<file path="src/hw/rtl/vvfm_fifo.sv">
// ----------------------------------------------------------------------------
// vvfm_fifo
// Small register FIFO used between the mesher stages and on the result side.
// ----------------------------------------------------------------------------
module vvfm_fifo #(
  parameter int WIDTH = 8,
  parameter int DEPTH = 2
) (
  input  logic             clk,
  input  logic             rst,
  input  logic             push,
  input  logic [WIDTH-1:0] din,
  output logic             full,
  input  logic             pop,
  output logic [WIDTH-1:0] dout,
  output logic             empty
);

  localparam int PW = (DEPTH > 1) ? $clog2(DEPTH) : 1;

  logic [WIDTH-1:0] slots [DEPTH];
  logic [PW-1:0]    wr_ptr;
  logic [PW-1:0]    rd_ptr;
  logic [PW:0]      count;
  logic             do_push;
  logic             do_pop;

  assign full    = (count == (PW+1)'(DEPTH));
  assign empty   = (count == '0);
  assign do_push = push && !full;
  assign do_pop  = pop && !empty;
  assign dout    = slots[rd_ptr];

  always_ff @(posedge clk) begin
    if (do_push) begin
      slots[wr_ptr] <= din;
    end
  end

  always_ff @(posedge clk) begin
    if (rst) begin
      wr_ptr <= '0;
      rd_ptr <= '0;
      count  <= '0;
    end else begin
      if (do_push) begin
        wr_ptr <= (wr_ptr == PW'(DEPTH - 1)) ? '0 : PW'(wr_ptr + 1'b1);
      end
      if (do_pop) begin
        rd_ptr <= (rd_ptr == PW'(DEPTH - 1)) ? '0 : PW'(rd_ptr + 1'b1);
      end
      if (do_push && !do_pop) begin
        count <= (PW+1)'(count + 1'b1);
      end else if (do_pop && !do_push) begin
        count <= (PW+1)'(count - 1'b1);
      end
    end
  end

endmodule

</file>
<file path="config.mk">
export PLATFORM = sky130hd
export DESIGN_NAME = vvfm_fifo
export DESIGN_NICKNAME = d
export VERILOG_FILES = /design/src/hw/rtl/vvfm_fifo.sv
export SDC_FILE = /design/constraint.sdc
export NUM_CORES = 1
export LEC_CHECK = 0
export ABC_AREA = 0
export BUFFER_PORTS_ARGS = -buffer_cell sky130_fd_sc_hd__buf_4
export CAP_MARGIN = 20
export CELL_PAD_IN_SITES_DETAIL_PLACEMENT = 0
export CELL_PAD_IN_SITES_GLOBAL_PLACEMENT = 1
export CORE_AREA = 2 2 47 49
export DETAILED_ROUTE_END_ITERATION = 7
export DIE_AREA = 0 0 49 51
export PLACE_DENSITY_LB_ADDON = 0.1
export SKIP_CTS_REPAIR_TIMING = 1
export SLEW_MARGIN = 20
export SYNTH_ARGS = -nofsm -noshare
export SYNTH_HDL_FRONTEND = slang
export SYNTH_SLANG_ARGS = --single-unit
</file>
<file path="constraint.sdc">
create_clock -name clk -period 2.95 [get_ports clk]
set_input_delay 0.1475 -clock clk [delete_from_list [all_inputs] [get_ports clk]]
set_output_delay 0.1475 -clock clk [all_outputs]
set_load 0.05 [all_outputs]
</file>
Yosys cells after proc, flatten, opt, wreduce, memory -nomap -nowiden --
Memory sizes are Yosys's and may differ from the RTL's. A register that Yosys moved wholly into a read port is not among the register bits. Cells that the tools add are included.
Word-level totals: register bits 4, input port bits 12, memories 1, RAM bits 16
Memories:
- slots | depth 2, width 8, rd ports 1, clocked after Yosys merged registers in 1, wr ports 1, line 21 | logic [WIDTH-1:0] slots [DEPTH];
Cells by class: $add $sub $neg 4, reduce and logical (&&, ||, !) cells 10, multiplexer cells 8, equality and inequality tests 1
Operators with widths (count):
- 1-bit two-way mux | 6
- 1-bit logical AND | 4
- 1-bit zero test | 4
- 2-bit two-way mux | 2
- 1-bit adder, second input constant | 2
- 2-bit by 1-bit adder with 2-bit output, second input constant | 1
- 2-bit equality test, second input constant | 1
- 2-bit zero test | 1
- 2-bit nonzero test | 1
- 2-bit by 1-bit subtractor with 2-bit output, second input constant | 1

Logic depth before layout (Yosys ltp) --
word-level depth 7, mapped depth 6

Worst setup path after synthesis --
Ideal clock, no wire load.
kind register to register, from register count[1], to register count[1], required time 2.880 ns, stages on the path, launching flop included 6, path slack 1.107 ns, library setup time 0.070 ns, arrival time 1.773 ns, cells stage by stage dfxtp_1 > nor2b_2 > nor2_1 > ha_1 > or3_1 > a21oi_1
Between the ends: cells in the longest elaborated chain, start to end 6
RTL lines:
- start: declaration | line 24 | logic [PW:0] count;
- start signal: assignment | line 53 | count <= (PW+1)'(count + 1'b1);
- start signal: assignment | line 55 | count <= (PW+1)'(count - 1'b1);
- 2-bit equality test * | line 28 | assign full = (count == (PW+1)'(DEPTH));
- named net full | line 13 | output logic full,
- 1-bit zero test * | line 30 | assign do_push = push && !full;
- 1-bit logical AND * | line 30
- 1-bit zero test | line 54 | end else if (do_pop && !do_push) begin
- 1-bit logical AND | line 54
- 2-bit nonzero test (no line)
The timed path passes the listed nets; every way through them passes the cells marked *. The select of a mux whose other input is x is not followed. A chain may end at the register's enable or synchronous reset.

==> reports/qor.txt <==
SYNTHESIS
------------------------------------------------------------------------------------
Most instantiated library cell after synthesis                              edfxtp_1
Cell types occupying the most area after synthesis                      edfxtp_1 61%, dfxtp_1 13%, mux2_2 11%
Dominant synthesized flop cell                                              edfxtp_1
Share of flip-flops with an asynchronous set or reset after synthesis             0%
Number of enable flip-flop cells after synthesis                                  16
Cell variety after synth                                                          13
Register area share after synthesis                                            73.2%
Synth top area share                                                           60.6%
Post-synthesis instance area                                                 793 µm²
Most numerous cell types in the synthesized netlist                     16 x edfxtp_1, 8 x mux2_2, 5 x dfxtp_1, 5 x nor2_1
Synthesized area per cell                                                   15.9 µm²
Synthesized netlist net count                                                     63
Library cell with the largest summed area after synthesis                   edfxtp_1
Number of cells produced by synthesis                                             50
Count of synthesis-stage warnings from yosys                                       0
Number of storage elements in the synthesis netlist                               21

WORST SETUP PATH
------------------------------------------------------------------------------------
Worst-path fanout max                                                              8
Cell family with the largest share of critical-path delay                 flip-flops
Critical Path RT                                                             2.80 ns
Largest stage delay on the critical path                                     0.55 ns
Capturing element type of the critical path                             primary output
Cell chain of the critical path                                         mux2_2, buf_4
Critical path startpoint category                                               flop
Signal arrival time at the worst endpoint                                    1.42 ns
Type of the worst setup path                                            flop to primary output
Critical path buffers and inverters                                                1
Cell with the biggest individual delay on the critical path                  dfxtp_1

CLOCK NETWORK
------------------------------------------------------------------------------------
Number of H-tree levels                                                            1
Register clock-pin slew on the reported worst setup and hold paths           0.11 ns
Clock latency on the worst-skew pair                                         0.29 ns
Cell at the root of the clock tree                                          clkbuf_4
Clock tree from TritonCTS                                                      built
Num CTS Buffers                                                                    3
Clock Path Buffers                                                                 2
Total number of clock tree sinks                                                  21

TIMING
------------------------------------------------------------------------------------
FMAX                                                                         636 MHz
Time the worst path needs with I/O delays and setup                          1.57 ns
Unrepaired setup endpoints after global routing                                false
Worst rel slew slack                                                           74.0%
Final setup TNS                                                                 0 ns
Count of endpoints failing setup in the final report                               0
Final hold violation count                                                         0
Final clock period utilization by the worst path                               53.3%
Worst Tran Pin Value                                                        0.390 ns
Final Slew Violations                                                              0
Worst clock skew                                                          0.00235 ns

FLOORPLANNING
------------------------------------------------------------------------------------
Placement Rows                                                                    17
Y dimension of the die                                                         51 µm
Area of the die                                                          0.00250 mm²
Die Width                                                                      49 µm
Core Box Area                                                            0.00206 mm²
I/O pins                                                                          22
Initial core utilization                                                       38.4%

FINISH
------------------------------------------------------------------------------------
# diodes                                                                           0
Final cell count without fillers                                                 102
Final std cell area, no fill                                             0.00101 mm²
Fin nets                                                                          88
Synthesis-to-finish area growth                                                27.1%
Share of final-layout standard cells stronger than drive strength 1            45.9%

GLOBAL ROUTE
------------------------------------------------------------------------------------
Remaining Overflow, GRT                                                            0
Global-route usage over all layers                                             10.4%
Initial antenna violation count                                                    0
Global-route wire length before repair                                       1910 µm
Number of global-route vias before repair                                        472
Largest net degree at the start of global routing                                 13

DETAILED ROUTING
------------------------------------------------------------------------------------
Total iterations of the first detailed-routing run                                 2
Iteration-0 DRC count of the detailed router                                       4
Remaining antenna violation count after routing                                    0
Total via count in the routed design                                             459
Total detailed-routing wirelength                                            1090 µm
DRC violations left                                                                0
Routed wire per std cell                                                     10.6 µm
Routed vias/inst                                                                4.50

JOB
------------------------------------------------------------------------------------
Number of violations of the max-capacitance limit                                  0

POWER AND IR DROP
------------------------------------------------------------------------------------
VDD IR-drop max                                                             0.441 mV
Power density over the cells                                              957 mW/mm²
NetSw                                                                         387 µW
Switching Share                                                                40.1%
Gate power share                                                               43.5%
Part of the total power dissipated in sequential elements                      42.9%
Reported leakage power                                                      0.399 nW
Share of power burned in the clock network                                     13.6%
Cell-internal power                                                           578 µW

PLACEMENT
------------------------------------------------------------------------------------
Area of placed instances                                                     981 µm²
Number of cells in the design after placement                                     98
Placer Congestion                                                              0.625
Count of buffers from port buffering                                              21

RUN STATUS
------------------------------------------------------------------------------------
Result of the run                                                          completed

MIN PATH
------------------------------------------------------------------------------------
Min-Delay Path Class                                                    input port to flop

## layout by cell type (no fill, tap or decap), types with 2 or more instances in the layout
cell and instances:
edfxtp_1 16, a21oi_1 2, clkbuf_4 3, nor2_1 5, dfxtp_1 5, o21ai_0 3
or3_1 2, inv_1 2, buf_4 21, xor2_1 3, mux2_2 8
## logic make-up (layout without fill, tap and decap cells)
logic type,Yosys count,after routing,synth area share (%)
fa+ha+maj,1,1,1.58
simple gates,9,9,5.84
buf+inv,3,27,1.58
mux,8,8,11.4
compound gates,5,5,3.15
flops,21,21,73.2
xor+xnor,3,3,3.31
## power groups by stage
| stage | clock network (mW) | registers, mW | logic (mW) |
|---|---|---|---|
| 2_1_floorplan | 0 | 0.403 | 0.330 |
| 3_3_place_gp | 0 | 0.423 | 0.423 |
| 3_5_place_dp | 0 | 0.423 | 0.422 |
| 4_1_cts | 0.136 | 0.416 | 0.425 |
| 5_1_grt | 0.146 | 0.428 | 0.447 |
| 6_report | 0.131 | 0.414 | 0.420 |
## sequential cells by signal (all words and copies together) (netlist names), named ones only
name    count
count       2
rd_ptr      1
slots      16
wr_ptr      1
## metal layers
metal  share of wire [%]  global-route usage (%)  up-vias
li1                    -                       -      228
met1                  41                    10.7      220
met2                  55                    19.2       11
met3                 4.4                    2.63        0
met4                   0                    5.71        0
met5                   0                       0        -
## stage by stage
stage                     setup slack [ns]  hold slack, ns  utilization, %  power (mW)
after detailed placement              1.41           0.335            47.5       0.844
after global placement                1.44           0.333            47.5       0.846
after global routing                  1.28         0.00626            48.9        1.02
final                                 1.38          0.0285            48.9       0.965
after floorplan                       1.11           0.217               -       0.732
after CTS                             1.34          0.0191            48.9       0.976
## layout make-up
class	count	area (µm²)
Timing Repair Buffer	21	158
Clock inverter	1	5.00
Tap cell	28	35.0
Sequential cell	21	581
Fill cell	190	1050
Clock buffer	3	22.5
Inverter	2	7.51
Multi-Input combinational cell	26	200
## worst paths after layout
path                               start  slack, ns          end  depth (start not counted)
worst max register to register  count[0]       1.39     count[1]                          4
worst min-delay path              din[5]       0.03  slots[0][5]                          1
worst min register to register    wr_ptr       0.49       wr_ptr                          2
worst max-delay path                flop       1.38      dout[1]                          2
(Power assumes the default switching activity.)
