===== config.mk =====
export PLATFORM = sky130hd
export DESIGN_NAME = vvfm_front
export DESIGN_NICKNAME = d
export VERILOG_FILES = /design/src/hw/rtl/vvfm_pkg.sv /design/src/hw/rtl/vvfm_front.sv
export SDC_FILE = /design/constraint.sdc
export NUM_CORES = 1
export LEC_CHECK = 0
export ABC_AREA = 1
export BUFFER_PORTS_ARGS = -buffer_cell sky130_fd_sc_hd__buf_2
export CAP_MARGIN = 30
export CORE_AREA = 2 2 39 41
export DETAILED_ROUTE_END_ITERATION = 10
export DIE_AREA = 0 0 41 43
export GPL_TIMING_DRIVEN = 0
export PLACE_DENSITY = 0.69
export SYNTH_ARGS = -nofsm -noshare
export SYNTH_HDL_FRONTEND = slang
export SYNTH_SLANG_ARGS = --single-unit

===== constraint.sdc =====
create_clock -name vclk -period 0.8
set_input_delay 0.16 -clock vclk [all_inputs]
set_output_delay 0.16 -clock vclk [all_outputs]
set_load 0.1 [all_outputs]

===== src/hw/rtl/vvfm_pkg.sv =====
// ----------------------------------------------------------------------------
// vvfm_pkg
// Shared types, codes and helpers of the voxel visible face mesher.
// ----------------------------------------------------------------------------
package vvfm_pkg;

  localparam logic [1:0] MODE_WRITE   = 2'd0;
  localparam logic [1:0] MODE_EMIT    = 2'd1;
  localparam logic [1:0] MODE_RESTART = 2'd2;

  localparam logic [2:0] FACE_TOP    = 3'd0;
  localparam logic [2:0] FACE_BOTTOM = 3'd1;
  localparam logic [2:0] FACE_FRONT  = 3'd2;
  localparam logic [2:0] FACE_BACK   = 3'd3;
  localparam logic [2:0] FACE_RIGHT  = 3'd4;
  localparam logic [2:0] FACE_LEFT   = 3'd5;

  localparam int         NUM_FACES        = 6;
  localparam logic [2:0] SCAN_LAST        = 3'd6;
  localparam logic [9:0] BLOCK_SIZE_RESET = 10'd50;
  localparam logic [19:0] VERTEX_STEP     = 20'd4;

  localparam int CMD_DEPTH = 2;
  localparam int OUT_DEPTH = 4;

  typedef enum logic [1:0] {
    OP_WRITE   = 2'd0,
    OP_EMIT    = 2'd1,
    OP_RESTART = 2'd2
  } cmd_op_t;

  typedef struct packed {
    cmd_op_t                  op;
    logic [3:0]               pos_x;
    logic [3:0]               pos_y;
    logic [6:0]               pos_z;
    logic                     solid;
    logic [NUM_FACES-1:0]     at_edge;
  } cmd_t;

  typedef struct packed {
    logic [2:0]  face;
    logic [19:0] base_vertex;
    logic [13:0] world_x;
    logic [13:0] world_y;
    logic [16:0] world_z;
    logic        last;
  } result_t;

  function automatic logic [2:0] lowest_face(input logic [NUM_FACES-1:0] m);
    logic [2:0] r;
    r = FACE_TOP;
    for (int i = NUM_FACES - 1; i >= 0; i--) begin
      if (m[i]) r = 3'(i);
    end
    return r;
  endfunction

endpackage


===== src/hw/rtl/vvfm_front.sv =====
// ----------------------------------------------------------------------------
// vvfm_front
// Input side: decodes the mode, drops unused modes and off-grid positions,
// flags grid edges and queues a command word.
// ----------------------------------------------------------------------------
module vvfm_front
  import vvfm_pkg::*;
#(
  parameter int GRID_X = 16,
  parameter int GRID_Y = 16,
  parameter int GRID_Z = 128
) (
  input  logic       push,
  input  logic [1:0] mode,
  input  logic [3:0] pos_x,
  input  logic [3:0] pos_y,
  input  logic [6:0] pos_z,
  input  logic [7:0] block_id,
  input  logic       cmd_full,
  output logic       cmd_push,
  output cmd_t       cmd
);

  logic in_grid;
  logic keep;

  assign in_grid = (32'(pos_x) < GRID_X) && (32'(pos_y) < GRID_Y) && (32'(pos_z) < GRID_Z);

  always_comb begin
    cmd.pos_x = pos_x;
    cmd.pos_y = pos_y;
    cmd.pos_z = pos_z;
    cmd.solid = (block_id != 8'd0);
    cmd.at_edge[FACE_TOP]    = (32'(pos_z) == GRID_Z - 1);
    cmd.at_edge[FACE_BOTTOM] = (pos_z == 7'd0);
    cmd.at_edge[FACE_FRONT]  = (32'(pos_x) == GRID_X - 1);
    cmd.at_edge[FACE_BACK]   = (pos_x == 4'd0);
    cmd.at_edge[FACE_RIGHT]  = (32'(pos_y) == GRID_Y - 1);
    cmd.at_edge[FACE_LEFT]   = (pos_y == 4'd0);
    cmd.op = OP_RESTART;
    keep   = 1'b0;
    unique case (mode)
      MODE_WRITE: begin
        cmd.op = OP_WRITE;
        keep   = in_grid;
      end
      MODE_EMIT: begin
        cmd.op = OP_EMIT;
        keep   = in_grid;
      end
      MODE_RESTART: begin
        cmd.op = OP_RESTART;
        keep   = 1'b1;
      end
      default: keep = 1'b0;
    endcase
  end

  assign cmd_push = push && !cmd_full && keep;

endmodule


======== Word-level counts from Yosys, hierarchy flattened ========
Index checks and enable logic that the tools add are counted.
operators by class
  reduce and logical (&&, ||, !) cells .... 9
  equality and inequality tests ........... 5
  muxes and demuxes ....................... 2
operator list
  operator              count
  $eq A4 B4 Y1 const B  2
  $logic_not A4 Y1      2
  $reduce_bool A8 Y1    1
  $eq A7 B7 Y1 const B  1
  $logic_not A7 Y1      1
  $pmux W2 S2           1
  $reduce_or A3 Y1      1
  $eq A2 B1 Y1 const B  1
  $eq A2 B2 Y1 const B  1
  $logic_and A1 B1 Y1   2
  $logic_not A2 Y1      1
  $logic_not A1 Y1      1
  $mux W1               1
word-level totals
  output and inout bits ................... 25
  input bits .............................. 27
  logic and storage cells ................. 16
  register bits ........................... 0

======== Depth between registers and ports, before layout ========
Gate-level depths: netlist of the first run.
  depth after elaboration ................. 4
  gate-level depth with buffers ........... 4
  gate-level depth less buffers ........... 4

======== Worst setup path after synthesis of the first run ========
No wires, ideal clock.
  kind .................................... input port to output port
  start point ............................. input pos_x[0]
  end point ............................... output cmd[3] (netlist bit)
  stages on the path ...................... 3
  setup slack ............................. -1.644 ns
  data arrival time ....................... 2.284 ns
  cells stage by stage .................... inv_1 nand2_1 nor3_1
RTL lines
  element      line              RTL
  from (decl)  vvfm_front.sv:15  input logic [3:0] pos_x,
  to (decl)    vvfm_front.sv:21  output cmd_t cmd

==> summary.txt, run 1 <==
Run status
  – Status: complete, but fails checks
  – Failing checks: setup timing

Routing
  – WL per Instance: about 15 um
  – Remaining DRCs: 0
  – Drt total wl: 1957 um
  – Via/cell ratio: 4.454
  – Drt first pass iters: 4
  – Initial DRC count: 3
  – Antenna violation net count after detailed routing: 0
  – Via count: 579

Power
  – Internal power: around 380 uW
  – Sw power: ~630 uW
  – Clk pwr share: 0%
  – Combinational power share: 100.0%
  – Leak Pwr: about 0.00064 uW
  – PD cells: 793.1 nW/um^2
  – Reg power frac: 0%
  – Switching share of power: between 60% and 70%
  – Max IR drop VDD: 0.5156 mV

Timing
  – Slew headroom: 80.68%
  – Slew Viols, Final: 0
  – TNS Setup: -0.5749 ns
  – Final hold violations: 0
  – Measured slew at the worst slew-check pin: 0.2923 ns
  – Worst setup margin: -0.1123 ns
  – Unrepaired setup endpoints after global routing: yes
  – Minimum clock period: 0.9123 ns
  – F_max: 1096 MHz
  – Period utilisation layout: 114.0%
  – Setup Viol. Count Final: 10

Worst setup path
  – Critical path class: in -> out
  – Critical path's slowest cell: buf_12
  – Critical Path AT: 0.75 ns
  – Worst setup EP type: primary output
  – Critical-path cell list: buf_8, nor2_4, nand2_2, nor2_4, buf_12
  – Startpoint Class: primary input
  – Worst path most repeated cell: nor2_4
  – Max FO, Critical Path: 3
  – Crit-path max cell delay: 0.18 ns
  – Crit path required time: 0.64 ns

Floorplan
  – Die footprint: 1763 sq um
  – Die Y: 43 um
  – Core area: 1384 sq um
  – IO Count: 52
  – Row cnt: 14
  – Initial Util: 21.34%
  – Die W: around 41 um

Synthesis
  – Share of the synthesized area in the top cell type: between 30% and 40%
  – Synthesized netlist cell count: between 60 and 70
  – Post-Syn Area: 295.3 sq um
  – Leading cell types by count after synthesis: 16 x inv_1, 16 x nand2_1, 15 x buf_4
  – Syn Nets: 89
  – Syn Area/Cell: 4.763 sq um
  – Distinct cell type count after synthesis: 7
  – Seq/Total Area, Yosys: 0%
  – Synth area leader: buf_4
  – Yosys Warn Count: 0
  – Synth top area cells: buf_4 38%, inv_1 20%, nand2_1 20%, nor2_1 11%, nor3_1 6.8%

Global route
  – Largest net degree at the start of global routing: 4
  – GRT Overall Usage: between 10% and 20%
  – Vias in the first global route: 565
  – GRT Residual Overflow: 0
  – Global-route wire length before repair: roughly 2400 um
  – Initial antenna violation count: 0

Placed design
  – Placer Congestion: roughly 0.6
  – Setup WS pre-CTS: -0.3787 ns
  – Final HPWL DP: 858.2 um
  – Port bufs: 52

Cells and area
  – P&R area growth vs syn: 328.8%
  – Clock Buffer Count: 0
  – # diodes: 0
  – FF+latch area: 0 sq um
  – Layout cell share with drive strength beyond 1: just under 100%
  – Fillcell total: 57
  – Total number of sequential cells: 0
  – Nets: 143

Worst hold path
  – Worst Hold Class: in -> out

Job
  – MaxCap Viol Count: 0

Clock tree
  – Cts hold-fix bufs: 0
[through the flow]
step	hold WS (ns)	total power, uW	instances	util, %	instance area [sq um]
CTS	0.6038	960.5	130	88.70	1227
detailed placement	0.7305	746.9	130	57.05	789.5
floorplan	0.4160	571.5	62	-	509.2
global route	0.6159	1034	130	91.50	1266
global placement	0.7250	740.5	130	57.05	789.5
finish	0.6059	1004	130	91.50	1266
[power groups by stage]
stage / sequential [uW] / combinational, uW / clock (uW)
CTS: 0 / 960 / 0
detailed placement: 0 / 747 / 0
finish: 0 / 1000 / 0
global placement: 0 / 740 / 0
floorplan: 0 / 572 / 0
global route: 0 / 1030 / 0
[logic make-up (layout without fill, tap and decap cells)]
group,Yosys count,in the layout,synth area share (%)
buf+inv,32,84,59.75
simple gates,30,30,40.25
[path summary, 6_finish.rpt]
kind                     start     end  slack (ns)  cells after the start
worst max-delay path  pos_z[0]  cmd[1]       -0.11                      5
worst min-delay path  pos_y[3]  cmd[5]        0.61                      3
[layout by cell type (no fill, tap or decap), types with 2 or more instances in the layout]
master   synthesis  routed
buf_2            0       2
buf_6            0      15
inv_16           0       2
buf_8            0      10
inv_2            0       8
nor2_4           0       9
nor3_4           0       4
buf_12           0      12
buf_4           15      28
inv_12           0       3
nand2_2          0       6
nand2_4          0      10
inv_4            0       2
[layer usage]
layer	track usage [%]	routed length, um
met2	38.75	1099
met4	4.667	105
met3	1.047	153
met5	0	0
met1	18.53	599
[area by class of cell]
| type | count | area [sq um] | area share (%) |
|---|---|---|---|
| buffer | 16 | 117.6 | 9.289 |
| multi-input combinational | 30 | 326.6 | 25.79 |
| inverter | 16 | 135.1 | 10.67 |
| timing repair buffer | 52 | 666.9 | 52.67 |
| tap | 16 | 20.02 | 1.581 |
[critical path, delay by kind of cell]
kind,cells,cell delay (ns)
buf+inv,2,0.29
simple gates,3,0.29
[timing repair]
| action | in CTS | in global routing |
|---|---|---|
| setup buffers | 0 | 0 |
| resized for setup | 128 | 10 |
| cloned | 0 | 0 |
| pin swaps | 23 | 8 |
| endpoints found under the setup margin | 25 | 9 |
| hold endpoints to repair | 0 | 0 |
Power figures use the tool's default switching activity.
==> run 2: changes to the inputs <==
- RECOVER_POWER: unset -> 50
==> run 2 against run 1 <==
  * The run still ends with setup timing left
  * Total power down 0.34%
  * Worst setup slack got worse by 0.0010 ns
  * Final cell count did not move
  * Maximum frequency decreased by 0.11%
  * Sequential share of layout area did not move
  * Via count grew 0.17%
  * Clock-buffer cell count did not move
==> summary.txt, run 2 (synthesis gave the netlist of run 1 again) <==
Routing
  – Remaining DRCs: 0
  – Antenna violation net count after detailed routing: 0
  – WL per Instance: 15.00 um
  – Initial DRC count: 4
  – Drt first pass iters: 4
  – Drt total wl: 1950 um
  – Via count: 580
  – Via/cell ratio: 4.462

Worst setup path
  – Critical path class: in -> out
  – Crit path required time: 0.64 ns
  – Worst path most repeated cell: nor2_4
  – Crit-path max cell delay: approximately 0.18 ns
  – Critical path's slowest cell: buf_12
  – CP delay by family, top: simple AND/OR/NAND/NOR gates
  – Buf/Inv on CP: 2
  – Critical-path cell list: buf_8, nor2_4, nand2_2, nor2_4, buf_12
  – Max FO, Critical Path: 3
  – Critical Path AT: 0.75 ns
  – Worst setup EP type: primary output
  – Startpoint Class: primary input

Timing
  – Minimum clock period: 0.9133 ns
  – Slew headroom: 80.68%
  – Worst setup margin: -0.1133 ns
  – Unrepaired setup endpoints after global routing: yes
  – Setup Viol. Count Final: 10
  – F_max: roughly 1100 MHz
  – Measured slew at the worst slew-check pin: 0.2921 ns
  – Period utilisation layout: 114.2%
  – Slew Viols, Final: 0
  – TNS Setup: -0.5749 ns
  – Final hold violations: 0
  – Worst Hold Slack: 0.6059 ns

Placed design
  – Placer Congestion: 0.5910
  – Inst Count DP: 130
  – Placed inst area: 789.5 sq um
  – Final HPWL DP: 858.2 um
  – Port bufs: 52

Floorplan
  – Die Y: 43 um
  – Core area: 1384 sq um
  – Initial Util: 21.34%
  – Die footprint: 1763 sq um
  – IO Count: 52
  – Die W: 41 um
  – Row cnt: 14

Power
  – Clk pwr share: 0%
  – Switching share of power: 62.73%
  – Sw power: 627.8 uW
  – Reg power frac: 0%
  – Combinational power share: 100.0%
  – PD cells: 792.7 nW/um^2
  – Internal power: 373.0 uW
  – Max IR drop VDD: between 0.5 and 0.6 mV
  – Leak Pwr: between 0.0006 and 0.0007 uW

Cells and area
  – Nets: 143
  – # diodes: 0
  – P&R area growth vs syn: 327.5%
  – Most frequent cells in the layout: 24 x buf_4, 16 x buf_6, 12 x buf_12, 10 x nand2_4
  – Clock Buffer Count: 0
  – Total number of sequential cells: 0
  – Final Util: 91.23%
  – Layout cell share with drive strength beyond 1: 99.12%
  – FF+latch area: 0 sq um
  – Most common cell after layout, fill and taps aside: buf_4
  – Fin area: 1262 sq um
  – Fillcell total: 59
  – Finished Layout Cells: 130

Job
  – MaxCap Viol Count: 0

Global route
  – GRT Residual Overflow: 0
  – Global-route wire length before repair: 2394 um
  – GRT Overall Usage: 19.14%
  – Met2 GRT Util: 38.75%
  – Met1 Use GR: 18.53%
  – Largest net degree at the start of global routing: 4
  – Initial antenna violation count: 0
  – Vias in the first global route: 565
  – GR Util met3: 1.047%
  – Top Usage Layer GRT: met2

Run status
  – Status: complete, but fails checks
  – Failing checks: setup timing

Worst hold path
  – Worst Hold Class: in -> out

Clock tree
  – Cts hold-fix bufs: 0
  – Setup repair bufs after CTS: 0
run 2: cell count changes in the layout (fill, tap and decap cells not counted), sizes merged:
| cell | change |
|---|---|
| clkbuf | +4 |
| buf | -4 |
run 2: what timing repair did:
action                                  4_1_cts  5_1_grt
resized for setup                           128       10
pin swaps                                    23        8
endpoints found under the setup margin       25        9
run 2: layer usage:
metal / routed length [um] / vias to the layer above / share of wire, %
met1: 596 / 264 / 31
met5: 0 / - / 0
li1: - / 266 / -
met3: 153 / 10 / 7.8
met2: 1094 / 40 / 56
met4: 105 / 0 / 5.4
run 2: worst min-delay path, cell delays in order:
cell	delay (ns)
buf_8	0.09
nor3_4	0.04
buf_12	0.15
run 2: path summary, 6_finish.rpt:
| check | slack [ns] | cells after the start | start | end |
|---|---|---|---|---|
| min | 0.61 | 3 | pos_y[3] | cmd[5] |
| max | -0.11 | 5 | pos_z[0] | cmd[1] |
run 2: power groups by stage:
stage          clock network [uW]  logic [uW]  registers [uW]
2_1_floorplan                   0         572               0
3_3_place_gp                    0         740               0
3_5_place_dp                    0         747               0
4_1_cts                         0         960               0
5_1_grt                         0        1030               0
6_report                        0        1000               0
run 2: final cells by class:
| cell class | instances | area, sq um | share of cell area [%] |
|---|---|---|---|
| multi-input combinational | 30 | 326.6 | 25.87 |
| tap | 16 | 20.02 | 1.586 |
| buffer | 16 | 117.6 | 9.316 |
| inverter | 16 | 135.1 | 10.70 |
| timing repair buffer | 52 | 663.1 | 52.53 |
run 2: stage by stage:
step | power (uW) | worst slack [ns]
4_1_cts | 960.5 | -0.08289
2_1_floorplan | 571.5 | -0.3824
3_3_place_gp | 740.5 | -0.3740
6_report | 1001 | -0.1133
3_5_place_dp | 746.9 | -0.3787
5_1_grt | 1031 | -0.1335
==> run 3: changes to the inputs <==
- ABC_AREA: 1 -> 0
- PLACE_DENSITY: 0.69 -> unset
==> run 3 against run 2 <==
  * The flow still finishes with violations (setup timing)
  * Clock-buffer cell count is the same
  * Utilization shrank 22 points
  * Combinational power shrank 17%
  * First-iteration DRC count shrank 75%
  * Critical path type unchanged
  * Final cell count shrank 22%
  * Critical endpoint unchanged
  * Highest routed layer is now met3
  * Area after synthesis shrank 26%
  * Sequential cell count is the same
  * Total power shrank 17%
  * Critical path depth shrank 1
==> summary.txt, run 3 <==
Routing
  – Initial DRC count: 1
  – Antenna violation net count after detailed routing: 0
  – Via/cell ratio: 4.297
  – Met2 WL: 686 um
  – WL met1: 330 um
  – Via count: 434
  – WL per Instance: 11.53 um
  – Max layer used: met3
  – Met3 Wirelength: between 100 and 150 um
  – Drt total wl: 1165 um
  – Remaining DRCs: 0
  – Drt first pass iters: 2

Placed design
  – Placer Congestion: ~0.62
  – Final HPWL DP: 805.7 um
  – Port bufs: 52
  – Placed inst area: ~610 sq um

Synthesis
  – Most frequent cell after synthesis: buf_4
  – Share of the synthesized area in the top cell type: between 50 and 60%
  – Post-Syn Area: around 220 sq um
  – Distinct cell type count after synthesis: 13
  – Synth top area cells: buf_4 51%, nor4_1 11%, and4_1 8.0%, nor4_2 5.7%, or4_4 5.1%
  – Syn Nets: 58
  – Yosys Warn Count: 0
  – Seq/Total Area, Yosys: 0%
  – Leading cell types by count after synthesis: 15 x buf_4, 4 x nor4_1, 2 x and4_1
  – Synth area leader: buf_4
  – Synthesized netlist cell count: 31
  – Syn Area/Cell: between 7 and 8 sq um

Worst hold path
  – Hold Startpoint: pos_y[2]
  – Endpoint, Worst Hold: cmd[5]
  – Worst hold path depth: 3
  – Worst Hold Class: in -> out

Cells and area
  – Fin area: 957.2 sq um
  – Most common cell after layout, fill and taps aside: buf_4
  – Fillcell total: 120
  – Nets: between 100 and 150
  – P&R area growth vs syn: 337.1%
  – Layout cell share with drive strength beyond 1: slightly below 100%
  – Most frequent cells in the layout: 25 x buf_4, 20 x buf_6, 8 x buf_8, 7 x buf_12, 6 x buf_2
  – Clock Buffer Count: 0
  – FF+latch area: 0 sq um
  – # diodes: 0
  – Total number of sequential cells: 0

Timing
  – Minimum clock period: 1.375 ns
  – Worst setup margin: -0.5755 ns
  – Final hold violations: 0
  – Period utilisation layout: 171.9%
  – Setup Viol. Count Final: 9
  – F_max: about 730 MHz
  – Slew headroom: 81.41%
  – Measured slew at the worst slew-check pin: ~0.28 ns
  – TNS Setup: -1.278 ns
  – Unrepaired setup endpoints after global routing: yes
  – Slew Viols, Final: 0

Floorplan
  – Row cnt: 14
  – Die Y: around 43 um
  – Initial Util: 15.82%
  – Die W: 41 um
  – Core area: about 1400 sq um
  – Die footprint: 1763 sq um
  – IO Count: between 50 and 60

Clock tree
  – Cts hold-fix bufs: 0

Global route
  – Global-route wire length before repair: 1566 um
  – GRT Overall Usage: about 12%
  – Initial antenna violation count: 0
  – Largest net degree at the start of global routing: 4
  – GRT Residual Overflow: 0
  – Vias in the first global route: 427

Worst setup path
  – Critical Path AT: 1.22 ns
  – Startpoint Class: primary input
  – CP Launch Point: pos_z[2]
  – Worst setup EP type: primary output
  – Critical path class: in -> out
  – Crit path required time: 0.64 ns
  – Max FO, Critical Path: 3

Power
  – Internal power: 304.9 uW
  – Sw power: 522.5 uW
  – Switching share of power: 63.15%
  – Reg power frac: 0%
  – Combinational power share: 100.0%
  – Clk pwr share: 0%
  – Leak Pwr: 0.0004572 uW
  – Max IR drop VDD: 0.5303 mV
  – PD cells: 864.5 nW/um^2

Job
  – MaxCap Viol Count: 0

Run status
  – Failing checks: setup timing
  – Status: complete, but fails checks
run 3: cell types whose count changed in the layout (fill, tap and decap cells not counted), moves of 3 or more:
cell / previous run / this run
inv_12: 3 / 0
nand2_2: 6 / 0
buf_12: 12 / 7
buf_6: 16 / 20
buf_2: 2 / 6
nor3_4: 4 / 0
inv_2: 8 / 0
nand2_4: 10 / 1
nor2_4: 9 / 1
nor4_4: 0 / 5
run 3: how the worst max path moves through the flow:
stage,endpoint,slack [ns],cells after the start
after floorplan,cmd[1],-1.04,2
final,cmd[1],-0.58,4
after global routing,cmd[1],-0.58,4
after CTS,cmd[1],-0.58,4
after detailed placement,cmd[1],-0.77,4
after global placement,cmd[1],-0.77,4
run 3: repair_timing:
item,in CTS,in global routing
buffers inserted,0,2
resized for setup,79,17
pin swaps,10,9
endpoints found under the setup margin,25,9
run 3: worst max-delay path, cell delays in order:
cell and delay [ns]:
buf_6 0.10, or4_4 0.54, nor4_4 0.16, buf_6 0.26
run 3: power by group through the flow:
stage	clock network, uW	registers [uW]	logic (uW)
floorplan	0	0	497
global placement	0	0	655
detailed placement	0	0	659
CTS	0	0	788
global route	0	0	855
finish	0	0	827
run 3: cell type report:
class | count | area [sq um] | share of cell area, %
Tap cell | 16 | 20.02 | 2.092
Multi-Input combinational cell | 14 | 205.2 | 21.44
Timing Repair Buffer | 54 | 603.1 | 63.01
Inverter | 1 | 3.754 | 0.3922
Buffer | 16 | 125.1 | 13.07
run 3: logic make-up after synthesis:
kind of cell / Yosys count / synth area share (%)
and+or+nand+nor: 13 / 41.71
buffers and inverters: 17 / 54.85
AOI/OAI and AO/OA: 1 / 3.430
run 3: metal layers:
metal,vias to the layer above,GRT usage (%)
li1,206,-
met1,194,12.42
met2,34,25.00
met3,0,1.047
met4,0,0
met5,-,0
run 3: metrics by stage:
step / hold slack (ns) / utilization [%] / total power, uW / setup slack, ns / instances
after floorplan: 0.4178 / - / 497.2 / -1.037 / 31
after global placement: 0.7457 / 44.03 / 654.5 / -0.7665 / 99
after detailed placement: 0.7501 / 44.03 / 659.2 / -0.7714 / 99
after CTS: 0.6090 / 64.10 / 787.7 / -0.5786 / 99
after global routing: 0.6131 / 69.17 / 854.5 / -0.5814 / 101
final: 0.6036 / 69.17 / 827.4 / -0.5755 / 101
